<file path="config.mk">
export PLATFORM = sky130hd
export DESIGN_NAME = online_mean_variance_core
export DESIGN_NICKNAME = d
export VERILOG_FILES = /design/src/omv_pkg.sv /design/src/omv_div.sv /design/src/omv_mul.sv /design/src/online_mean_variance_core.sv
export SDC_FILE = /design/constraint.sdc
export NUM_CORES = 2
export LEC_CHECK = 0
export ABC_AREA = 0
export BUFFER_PORTS_ARGS = -buffer_cell sky130_fd_sc_hd__buf_4
export CELL_PAD_IN_SITES_DETAIL_PLACEMENT = 1
export CELL_PAD_IN_SITES_GLOBAL_PLACEMENT = 1
export CORE_MARGIN = 2
export CORE_UTILIZATION = 44
export CTS_CLUSTER_SIZE = 28
export DETAILED_ROUTE_END_ITERATION = 6
export PLACE_DENSITY_LB_ADDON = 0.1
export SYNTH_ARGS = -nofsm -noshare
export SYNTH_HDL_FRONTEND = slang
export SYNTH_SLANG_ARGS = --single-unit
</file>
<file path="constraint.sdc">
create_clock -name clk -period 10.97 [get_ports clk]
set_input_delay 0 -clock clk [delete_from_list [all_inputs] [get_ports clk]]
set_output_delay 0 -clock clk [all_outputs]
set_load 0.01 [all_outputs]
</file>
<file path="src/omv_pkg.sv">
// omv_pkg: shared types and constants for the online mean and variance core
// no dependencies; used by every module under src

package omv_pkg;

	localparam int SAMPLE_WIDTH_DEF = 32;
	localparam int COUNT_WIDTH_DEF  = 32;
	localparam int IO_W             = 32;
	localparam int SUM_W            = 63;
	localparam int DIV_CNT_W        = 6;

	typedef struct packed {
		logic busy;
		logic done;
	} omv_unit_stat_t;

	typedef enum logic [2:0] {
		ST_IDLE,
		ST_DIV_MEAN,
		ST_RESID,
		ST_MUL,
		ST_ACC,
		ST_VAR,
		ST_DIV_VAR,
		ST_DONE
	} omv_state_t;

endpackage

</file>
<file path="src/omv_div.sv">
// omv_div: bit-serial restoring divider, one quotient bit per cycle
// dividend is taken from its top bit down; depends on omv_pkg

module omv_div #(
	parameter int COUNT_WIDTH = omv_pkg::COUNT_WIDTH_DEF
) (
	input  logic                          clk,
	input  logic                          arst_n,
	input  logic                          start,
	input  logic [omv_pkg::DIV_CNT_W-1:0] iters,
	input  logic [omv_pkg::SUM_W-1:0]     dividend,
	input  logic [COUNT_WIDTH-1:0]        divisor,
	output logic [omv_pkg::SUM_W-1:0]     quotient,
	output omv_pkg::omv_unit_stat_t       stat
);

	localparam int CW = COUNT_WIDTH;
	localparam int DW = omv_pkg::SUM_W;

	logic                          busy_q;
	logic                          done_q;
	logic [omv_pkg::DIV_CNT_W-1:0] cnt_q;
	logic [CW-1:0]                 rem_q;
	logic [CW-1:0]                 dsr_q;
	logic [DW-1:0]                 dvd_q;
	logic [DW-1:0]                 quo_q;

	logic [CW:0]   shifted;
	logic [CW+1:0] diff;
	logic          fits;

	always_comb begin
		shifted = {rem_q, dvd_q[DW-1]};
		diff    = {1'b0, shifted} - {2'b00, dsr_q};
		fits    = ~diff[CW+1];
	end

	always_ff @(posedge clk or negedge arst_n) begin
		if (!arst_n) begin
			busy_q <= 1'b0;
			done_q <= 1'b0;
			cnt_q  <= '0;
		end else begin
			done_q <= 1'b0;
			if (start) begin
				busy_q <= 1'b1;
				cnt_q  <= iters;
			end else if (busy_q) begin
				cnt_q <= cnt_q - 1'b1;
				if (cnt_q == omv_pkg::DIV_CNT_W'(1)) begin
					busy_q <= 1'b0;
					done_q <= 1'b1;
				end
			end
		end
	end

	always_ff @(posedge clk) begin
		if (start) begin
			rem_q <= '0;
			dsr_q <= divisor;
			dvd_q <= dividend;
			quo_q <= '0;
		end else if (busy_q) begin
			rem_q <= fits ? diff[CW-1:0] : shifted[CW-1:0];
			dvd_q <= {dvd_q[DW-2:0], 1'b0};
			quo_q <= {quo_q[DW-2:0], fits};
		end
	end

	assign quotient  = quo_q;
	assign stat.busy = busy_q;
	assign stat.done = done_q;

endmodule

</file>
<file path="src/omv_mul.sv">
// omv_mul: shift-add multiplier, one multiplier bit per cycle
// unsigned operands; depends on omv_pkg

module omv_mul #(
	parameter int SAMPLE_WIDTH = omv_pkg::SAMPLE_WIDTH_DEF
) (
	input  logic                      clk,
	input  logic                      arst_n,
	input  logic                      start,
	input  logic [SAMPLE_WIDTH-1:0]   mcand,
	input  logic [SAMPLE_WIDTH-1:0]   mplier,
	output logic [2*SAMPLE_WIDTH-1:0] prod,
	output omv_pkg::omv_unit_stat_t   stat
);

	localparam int SW  = SAMPLE_WIDTH;
	localparam int CNW = $clog2(SW + 1);

	logic           busy_q;
	logic           done_q;
	logic [CNW-1:0] cnt_q;
	logic [SW-1:0]  mc_q;
	logic [2*SW-1:0] acc_q;
	logic [SW:0]    part;

	always_comb begin
		part = {1'b0, acc_q[2*SW-1:SW]} + (acc_q[0] ? {1'b0, mc_q} : '0);
	end

	always_ff @(posedge clk or negedge arst_n) begin
		if (!arst_n) begin
			busy_q <= 1'b0;
			done_q <= 1'b0;
			cnt_q  <= '0;
		end else begin
			done_q <= 1'b0;
			if (start) begin
				busy_q <= 1'b1;
				cnt_q  <= CNW'(SW);
			end else if (busy_q) begin
				cnt_q <= cnt_q - 1'b1;
				if (cnt_q == CNW'(1)) begin
					busy_q <= 1'b0;
					done_q <= 1'b1;
				end
			end
		end
	end

	always_ff @(posedge clk) begin
		if (start) begin
			mc_q  <= mcand;
			acc_q <= {{SW{1'b0}}, mplier};
		end else if (busy_q) begin
			acc_q <= {part, acc_q[SW-1:1]};
		end
	end

	assign prod      = acc_q;
	assign stat.busy = busy_q;
	assign stat.done = done_q;

endmodule

</file>
<file path="src/online_mean_variance_core.sv">
// online_mean_variance_core: Welford running count, mean, squared-deviation sum and variance
// uses omv_pkg, omv_div (shared by both divisions) and omv_mul
//
//  channel | direction | signals                                          | request
//  in      | input     | in_valid, in_ready, sample                       | one sample
//  out     | output    | out_valid, out_ready, sample_count, running_mean,| one result
//          |           | squared_dev_sum, variance                        |
//
// a result shows after the mean division, the multiply and the variance division, and the next
// request can be taken once it shows; the mean division runs SAMPLE_WIDTH+1 steps, the multiply
// SAMPLE_WIDTH steps, the variance division 63 steps (skipped at count one)
// reset clears count, mean and sum to zero and empties the output register
// a new request is taken while the previous result waits in the output register;
// a stalled output holds the finished result in the last step until the register frees

module online_mean_variance_core #(
	parameter int SAMPLE_WIDTH = omv_pkg::SAMPLE_WIDTH_DEF,
	parameter int COUNT_WIDTH  = omv_pkg::COUNT_WIDTH_DEF
) (
	input  logic                          clk,
	input  logic                          arst_n,
	input  logic                          in_valid,
	output logic                          in_ready,
	input  logic signed [omv_pkg::IO_W-1:0] sample,
	output logic                          out_valid,
	input  logic                          out_ready,
	output logic [omv_pkg::IO_W-1:0]      sample_count,
	output logic signed [omv_pkg::IO_W-1:0] running_mean,
	output logic [omv_pkg::SUM_W-1:0]     squared_dev_sum,
	output logic [omv_pkg::SUM_W-1:0]     variance
);

	localparam int SW   = SAMPLE_WIDTH;
	localparam int CW   = COUNT_WIDTH;
	localparam int SUMW = omv_pkg::SUM_W;
	localparam int IOW  = omv_pkg::IO_W;
	localparam int CNTW = omv_pkg::DIV_CNT_W;

	omv_pkg::omv_state_t state_q, state_d;

	logic [CW-1:0]        count_q;
	logic signed [SW-1:0] mean_q;
	logic [SUMW-1:0]      sum_q;
	logic signed [SW-1:0] x_q;
	logic [SW-1:0]        dmag_q;
	logic                 dneg_q;
	logic [SW-1:0]        rmag_q;
	logic [SUMW-1:0]      var_q;

	logic                 out_valid_q;
	logic [IOW-1:0]       sample_count_q;
	logic signed [IOW-1:0] running_mean_q;
	logic [SUMW-1:0]      squared_dev_sum_q;
	logic [SUMW-1:0]      variance_q;

	logic                 accept;
	logic signed [SW-1:0] x_in;
	logic signed [SW:0]   delta_in;
	logic signed [SW:0]   dabs_in;
	logic [CW-1:0]        count_next;
	logic signed [SW:0]   resid;
	logic signed [SW:0]   rabs;
	logic [SW:0]          q_mean;
	logic signed [SW+1:0] mean_new;
	logic [SUMW+1:0]      sum_ext;
	logic                 count_gt1;
	logic [IOW-1:0]       cnt_out;
	logic                 out_free;

	logic                 div_start;
	logic                 div_var;
	logic [CNTW-1:0]      div_iters;
	logic [SUMW-1:0]      div_dividend;
	logic [SUMW-1:0]      div_quotient;
	omv_pkg::omv_unit_stat_t div_stat;

	logic                 mul_start;
	logic [2*SW-1:0]      mul_prod;
	omv_pkg::omv_unit_stat_t mul_stat;

	assign accept   = in_valid & in_ready;
	assign out_free = ~out_valid_q | out_ready;

	always_comb begin
		x_in       = signed'(sample[SW-1:0]);
		delta_in   = (SW+1)'(x_in) - (SW+1)'(mean_q);
		dabs_in    = delta_in[SW] ? -delta_in : delta_in;
		count_next = (count_q == {CW{1'b1}}) ? count_q : count_q + 1'b1;
		resid      = (SW+1)'(x_q) - (SW+1)'(mean_q);
		rabs       = resid[SW] ? -resid : resid;
		q_mean     = div_quotient[SW:0];
		mean_new   = dneg_q ? (SW+2)'(mean_q) - (SW+2)'({1'b0, q_mean})
		                    : (SW+2)'(mean_q) + (SW+2)'({1'b0, q_mean});
		sum_ext    = {2'b00, sum_q} + (SUMW+2)'(mul_prod);
		count_gt1  = count_q > CW'(1);
	end

	generate
		if (CW > IOW) begin : g_cnt_clamp
			assign cnt_out = (|count_q[CW-1:IOW]) ? {IOW{1'b1}} : count_q[IOW-1:0];
		end else begin : g_cnt_ext
			assign cnt_out = IOW'(count_q);
		end
	endgenerate

	// divider operand select: mean step in the top bits, or the whole sum
	always_comb begin
		div_dividend = div_var ? sum_q
		                       : (SUMW'(dabs_in[SW-1:0]) << (SUMW - SW - 1));
		div_iters    = div_var ? CNTW'(SUMW) : CNTW'(SW + 1);
	end

	omv_div #(
		.COUNT_WIDTH(CW)
	) u_div (
		.clk      (clk),
		.arst_n   (arst_n),
		.start    (div_start),
		.iters    (div_iters),
		.dividend (div_dividend),
		.divisor  (div_var ? count_q : count_next),
		.quotient (div_quotient),
		.stat     (div_stat)
	);

	omv_mul #(
		.SAMPLE_WIDTH(SW)
	) u_mul (
		.clk    (clk),
		.arst_n (arst_n),
		.start  (mul_start),
		.mcand  (dmag_q),
		.mplier (rmag_q),
		.prod   (mul_prod),
		.stat   (mul_stat)
	);

	always_ff @(posedge clk or negedge arst_n) begin
		if (!arst_n) begin
			state_q <= omv_pkg::ST_IDLE;
		end else begin
			state_q <= state_d;
		end
	end

	always_comb begin
		state_d   = state_q;
		in_ready  = 1'b0;
		div_start = 1'b0;
		div_var   = 1'b0;
		mul_start = 1'b0;
		case (state_q)
			omv_pkg::ST_IDLE: begin
				in_ready  = 1'b1;
				div_start = in_valid;
				if (in_valid) begin
					state_d = omv_pkg::ST_DIV_MEAN;
				end
			end
			omv_pkg::ST_DIV_MEAN: begin
				if (div_stat.done) begin
					state_d = omv_pkg::ST_RESID;
				end
			end
			omv_pkg::ST_RESID: begin
				state_d = omv_pkg::ST_MUL;
			end
			omv_pkg::ST_MUL: begin
				mul_start = ~mul_stat.busy & ~mul_stat.done;
				if (mul_stat.done) begin
					state_d = omv_pkg::ST_ACC;
				end
			end
			omv_pkg::ST_ACC: begin
				state_d = omv_pkg::ST_VAR;
			end
			omv_pkg::ST_VAR: begin
				div_var   = 1'b1;
				div_start = count_gt1;
				state_d   = count_gt1 ? omv_pkg::ST_DIV_VAR : omv_pkg::ST_DONE;
			end
			omv_pkg::ST_DIV_VAR: begin
				div_var = 1'b1;
				if (div_stat.done) begin
					state_d = omv_pkg::ST_DONE;
				end
			end
			omv_pkg::ST_DONE: begin
				if (out_free) begin
					state_d = omv_pkg::ST_IDLE;
				end
			end
			default: begin
				state_d = omv_pkg::ST_IDLE;
			end
		endcase
	end

	// running statistics
	always_ff @(posedge clk or negedge arst_n) begin
		if (!arst_n) begin
			count_q <= '0;
			mean_q  <= '0;
			sum_q   <= '0;
		end else begin
			if (accept) begin
				count_q <= count_next;
			end
			if (state_q == omv_pkg::ST_DIV_MEAN && div_stat.done) begin
				mean_q <= mean_new[SW-1:0];
			end
			if (state_q == omv_pkg::ST_ACC) begin
				sum_q <= (|sum_ext[SUMW+1:SUMW]) ? {SUMW{1'b1}} : sum_ext[SUMW-1:0];
			end
		end
	end

	always_ff @(posedge clk) begin
		if (accept) begin
			x_q    <= x_in;
			dmag_q <= dabs_in[SW-1:0];
			dneg_q <= delta_in[SW];
		end
		if (state_q == omv_pkg::ST_RESID) begin
			rmag_q <= rabs[SW-1:0];
		end
		if (state_q == omv_pkg::ST_VAR) begin
			var_q <= '0;
		end else if (state_q == omv_pkg::ST_DIV_VAR && div_stat.done) begin
			var_q <= div_quotient;
		end
	end

	// output register
	always_ff @(posedge clk or negedge arst_n) begin
		if (!arst_n) begin
			out_valid_q <= 1'b0;
		end else if (state_q == omv_pkg::ST_DONE && out_free) begin
			out_valid_q <= 1'b1;
		end else if (out_ready) begin
			out_valid_q <= 1'b0;
		end
	end

	always_ff @(posedge clk) begin
		if (state_q == omv_pkg::ST_DONE && out_free) begin
			sample_count_q    <= cnt_out;
			running_mean_q    <= IOW'(mean_q);
			squared_dev_sum_q <= sum_q;
			variance_q        <= var_q;
		end
	end

	assign out_valid       = out_valid_q;
	assign sample_count    = sample_count_q;
	assign running_mean    = running_mean_q;
	assign squared_dev_sum = squared_dev_sum_q;
	assign variance        = variance_q;

endmodule

</file>
-- Word level (Yosys, flattened, before mapping)
Index checks and enable logic that the tools add are counted.
- bitwise gates (word level): 7
- add/sub/neg operators: 12
- eq/ne operators: 15
- reduce and logical (&&, ||, !) cells: 10
- order comparisons: 1
- muxes and demuxes: 43
- operators with widths (operator ; count):
    32-bit two-way mux ; 9
    63-bit two-way mux ; 4
    32-bit by 32-bit subtractor with 33-bit output ; 2
    63-bit by 64-bit adder with 65-bit output ; 1
    32-bit negator ; 2
    33-bit by 32-bit subtractor with 34-bit output ; 1
    32-bit by 32-bit adder with 33-bit output ; 1
    32-bit by 1-bit adder with 32-bit output (second input constant) ; 1
    32-bit adder ; 1
    32-bit equality test (second input constant) ; 1
    32-bit by 1-bit greater-than comparator with 1-bit output (second input constant) ; 1
    32-bit subtractor ; 1
    6-bit two-way mux ; 4
    3-bit case mux with 8 select lines ; 1
    1-bit two-way mux ; 18
    3-bit two-way mux ; 5
    3-bit equality test (second input constant) ; 4
    6-bit by 1-bit equality test with 1-bit output (second input constant) ; 2
    6-bit by 1-bit subtractor with 6-bit output (second input constant) ; 2
    3-bit by 2-bit equality test with 1-bit output (second input constant) ; 2
    2-bit by 1-bit != test with 1-bit output (second input constant) ; 3
    2-bit nonzero test ; 3
    5-bit two-way mux ; 1
    5-bit AND reduction ; 1
    other kinds (9) ; 17
- output and inout port bits: 192
- input bits: 36
- flip-flop bits (word level): 783
- word-level logic and storage cells: 115

-- Logic depth before layout (Yosys ltp)
- word-level depth: 5
- depth in mapped cells: 21
- depth with buffers taken out: 20

-- Modules after synthesis
Synthesis repeated with hierarchy kept, for this count alone.
- cell total of the unflattened synthesis: 4249
- area total of the unflattened synthesis: 43490.5 µm²
- modules (own cells, without submodules) (module ; cells an instance ; area an instance (µm²) ; seq. area each (µm²) ; instances):
    online_mean_variance_core ; 2838 ; 28248.3 ; 13157.6 ; 1
    omv_div ; 866 ; 9377.7 ; 4954.8 ; 1
    omv_mul ; 545 ; 5864.4 ; 2762.6 ; 1

-- Worst setup path after synthesis
OpenSTA, ideal clock, no wires.
- kind: reg-to-reg
- start: reg state_q[1]
- end: reg running_mean_q[0], in the netlist running_mean[0] (enable)
- library setup time: 745 ps
- path buffers: 1
- setup slack: 1500 ps
- arrival: 8725 ps
- stages on the path, launching flop included: 4
- required time: 10225 ps
- period minus slack after synthesis: 9470 ps
- cell sequence: dfrtp_1 clkbuf_1 nand3_1 nor2_1
- word-level cells in the longest chain between the ends: 2
- RTL lines (element ; RTL line ; source):
    start: declaration ; online_mean_variance_core.sv:39 ; omv_pkg::omv_state_t state_q, state_d;
    start signal: assignment ; online_mean_variance_core.sv:140 ; state_q <= omv_pkg::ST_IDLE;
    start signal: assignment ; online_mean_variance_core.sv:142 ; state_q <= state_d;
    3-bit equality test ; online_mean_variance_core.sv:246 ; if (state_q == omv_pkg::ST_DONE && out_free) begin
    1-bit logical AND ; online_mean_variance_core.sv:246 ;
    end signal: assignment ; online_mean_variance_core.sv:248 ; running_mean_q <= IOW'(mean_q);
    end: declaration ; online_mean_variance_core.sv:52 ; logic signed [IOW-1:0] running_mean_q;
Every way passes these cells.
A chain may end at the register's enable or synchronous reset.

-- Final worst setup path
- start: reg u_mul.acc_q[0], in the netlist u_mul.prod[0]
- end: reg sum_q[0]
- word-level cells in the longest chain between the ends: 3
- RTL lines (element ; RTL line ; source):
    start: declaration ; omv_mul.sv:23 ; logic [2*SW-1:0] acc_q;
    start signal: assignment ; omv_mul.sv:53 ; acc_q <= {{SW{1'b0}}, mplier};
    start signal: assignment ; omv_mul.sv:55 ; acc_q <= {part, acc_q[SW-1:1]};
    63-bit by 64-bit adder with 65-bit output * ; online_mean_variance_core.sv:94 ; sum_ext = {2'b00, sum_q} + (SUMW+2)'(mul_prod);
    2-bit OR reduction ; online_mean_variance_core.sv:213 ; sum_q <= (|sum_ext[SUMW+1:SUMW]) ? {SUMW{1'b1}} : sum_ext[SUMW-1:0];
    63-bit two-way mux * ; online_mean_variance_core.sv:213 ;
    end signal: assignment ; online_mean_variance_core.sv:213 ;
    end: declaration ; online_mean_variance_core.sv:43 ; logic [SUMW-1:0] sum_q;
Every way passes the cells marked *; elsewhere a longest branch is shown, timed or not.

==> flow_metrics.py <==
metrics = {
    "min_path": {
        "whs_endpoint": "x_q[23]",
        "hold_start": "sample[23]",
        "hold_path.class": "in -> reg",
        "whs_path_depth": 2,
    },
    "synthesis": {
        "yosysTopAreaCell": "edfxtp_1",
        "syn_inst": 4035,
        "synthArstFlopShare_pct": 18.8,
        "synth_seq_cells": 783,
        "synth_area_per_cell_um2": 10.4,
        "ys.flop_type": "edfxtp_1",
        "synth_area_leaders": "edfxtp_1, dfxtp_1, dfrtp_1",
        "yosys_warnings": 0,
        "ys_seq_area_share_pct": 49.8,
        "synth.top_cell.area_share_pct": 32.0,
        "synth-edff-count": 446,
        "synth_common_cells": "nand2_1, edfxtp_1, a21oi_1, nor2_1, ha_1",
        "ys_types": 99,
        "syn_nets": 4309,
        "netlist_area_mm2": 0.0419,
        "synth_most_common_cell": "nand2_1",
    },
    "cells_and_area": {
        "layout-drive-gt1-share_pct": 11.4,
        "fill_cells": 10400,
        "area_growth_pct": 15.1,
        "final_core_util_pct": 50.9,
        "num-nets-final": 4514,
    },
    "detailed_routing": {
        "drc_errors": 0,
        "drt-total-wl_um": 115000,
        "via_per_inst": 5.53,
        "dr_total_vias": 30900,
        "antenna_left": 0,
        "drt_iter0_drc": 1631,
        "drtPass1Iterations": 5,
        "wire_per_inst_um": 20.5,
    },
    "worst_setup_path": {
        "rr_worst_depth": 14,
        "critPathCaptureType": "register",
        "crit_family": "compound AO/OA/AOI/OAI gates",
        "reg2reg_setup_slack_ps": 5850,
        "cp_slowest_cell": "edfxtp_1",
        "rr_startpoint": "u_mul.prod[0]",
        "cp-start-kind": "register",
        "reg2reg_to": "sum_q[0]",
        "cp.buffers_inverters": 1,
        "cpMostUsedCell": "a21oi_1",
        "max_stage_delay_ps": 750,
        "path_cells": "ha_1, a211oi_1, o211ai_1, nand3_1, a31oi_1, a2111oi_2, a21oi_1, a21oi_1, nor4_1, o21bai_1, o311ai_1, mux2_2, buf_4, o22a_1",
        "worstPathRequired_ps": 11560,
        "crit_arrival_ps": 5710,
        "path_max_fanout": 49,
        "crit_type": "reg -> reg",
    },
    "sta": {
        "finalCriticalPeriod_ps": 5120,
        "slew_headroom_pct": 11.2,
        "finalWorstSetupSlack_ps": 5850,
        "timing.final.crit_share_pct": 46.7,
        "final-hold-violation-count": 0,
        "finalMaxSlewViolations": 0,
        "timing.fmax_mhz": 195,
        "rsz0062_at_grt": "false",
        "setup_violations": 0,
        "setup_tns_ps": 0,
        "fin_skew_ps": 20.1,
        "worst_slew_pin_slew_ps": 1320,
    },
    "place": {
        "gp_congestion": 0.866,
        "numPortBuffers": 227,
        "dp_hpwl_um": 84200,
        "preCtsSetupSlack_ps": 5770,
    },
    "floorplan": {
        "io_pins": 228,
        "initial_utilization_pct": 44.2,
        "num_rows": 113,
        "die_x_um": 313,
        "core_area_mm2": 0.0947,
        "dieArea_mm2": 0.0977,
        "die_height_um": 313,
    },
    "clocking": {
        "h-tree-depth": 3,
        "post_cts_buffers": 0,
        "clk_pin_slew_ps": 60,
        "worstSkewPairLatency_ps": 660,
        "clock_sinks": 783,
        "cts_tree": "built",
        "ctsRootBufferMaster": "clkbuf_16",
        "cts_buffers": 88,
        "cts_hold_buf": 37,
        "cts_repair_resize_count": 0,
        "clockBufferDepth": 3,
    },
    "pwr": {
        "powerDensity_mw_per_mm2": 322,
        "ir_drop_mv": 0.139,
        "leakage_nw": 20.1,
    },
    "run_status": {
        "status": "finished clean",
    },
    "global_routing": {
        "grt_pass1_wl_um": 180000,
        "antenna_found_initial": 5,
        "grt_pass1_vias": 31500,
        "grt_max_degree": 94,
        "grt_use_total_pct": 23.2,
        "grt-ovfl-total": 0,
    },
    "run": {
        "timing.max_cap.violations": 0,
    },
}
[logic make-up (layout without fill, tap and decap cells)]
family	after synthesis	count (layout)	synth area share [%]
AOI/OAI and AO/OA	1084	1084	16.9
xor gates and xnor gates	342	342	7.17
adders and majority gates	238	238	7.22
buffers and inverters	334	615	3.06
DFF	783	783	49.8
muxes	130	130	3.21
other	0	1	0
and+or+nand+nor	1124	1124	12.6
[sequential cells by signal, indices dropped and copies added, names as in the netlist, 63 cells and up]
register         flops
u_mul.prod          64
squared_dev_sum     63
sum_q               63
u_div.dvd_q         63
u_div.quotient      63
var_q               63
variance            63
[area by class of cell]
type	count	area, µm²	area share, %
clock buffers	117	2480	5.14
diodes	1	2.50	0.00519
inverters	153	579	1.20
clock inverters	49	563	1.17
multi-input cells	2918	19800	41.0
flip-flops and latches	783	20900	43.3
repair buffers	296	2340	4.85
well taps	1265	1580	3.28
[through the flow]
step	total power, mW	hold WS (ps)	cell area [µm²]	cells
after floorplan	10.4	-296	41900	4035
after global placement	12.3	53.9	44800	5378
after detailed placement	12.4	62.4	44800	5378
after CTS	15.6	43.7	48200	5581
after global routing	16.7	83.4	48200	5581
final	15.5	95.5	48200	5582
[where the power goes]
part	leakage, nW	switching, mW	internal (mW)
registers	7.66	0.782	4.21
clock network	1.48	1.24	1.83
logic	10.9	4.28	3.15
total	20.1	6.31	9.19
[how the worst max path moves through the flow]
stage                  start         endpoint  slack (ps)  depth (start not counted)
6_report       u_mul.prod[0]         sum_q[0]        5850                         14
5_1_grt        u_mul.prod[0]         sum_q[4]        5310                         16
4_1_cts        u_mul.prod[0]        sum_q[10]        5740                         16
3_5_place_dp   u_mul.prod[0]        sum_q[10]        5770                         16
3_3_place_gp   u_mul.prod[0]         sum_q[4]        5850                         16
2_1_floorplan     state_q[1]  running_mean[0]        1500                          3
[worst register-to-register path, stage by stage (launching register included)]
cell and delay [ps]:
edfxtp_1 750, ha_1 410, a211oi_1 310, o211ai_1 190, nand3_1 130, a31oi_1 160, a2111oi_2 660, a21oi_1 230
a21oi_1 560, nor4_1 100, o21bai_1 160, o311ai_1 110, mux2_2 460, buf_4 530, o22a_1 300
[placed cells by master (no fill, tap or decap), drive strengths merged, types with 36 or more instances in the layout]
| cell | count |
|---|---|
| nand2 | 460 |
| edfxtp | 446 |
| a21oi | 315 |
| buf | 260 |
| nor2 | 236 |
| ha | 232 |
| o21ai | 232 |
| xnor2 | 227 |
| dfxtp | 190 |
| inv | 158 |
| a21o | 150 |
| dfrtp | 147 |
| clkbuf | 117 |
| xor2 | 115 |
| mux2i | 94 |
| o22a | 63 |
| nand3 | 60 |
| nor3 | 59 |
| and2 | 50 |
| a22o | 47 |
| nand2b | 43 |
| o21bai | 37 |
| dlygate4sd3 | 36 |
| nor2b | 36 |
| o21a | 36 |
| mux2 | 36 |
[layer usage]
layer  part of all wire [%]  GRT usage, %
met5                  0.024             0
met4                    2.3          6.36
met3                    4.5          4.02
met2                     47          37.9
met1                     47          31.9
(Power assumes the default switching activity.)
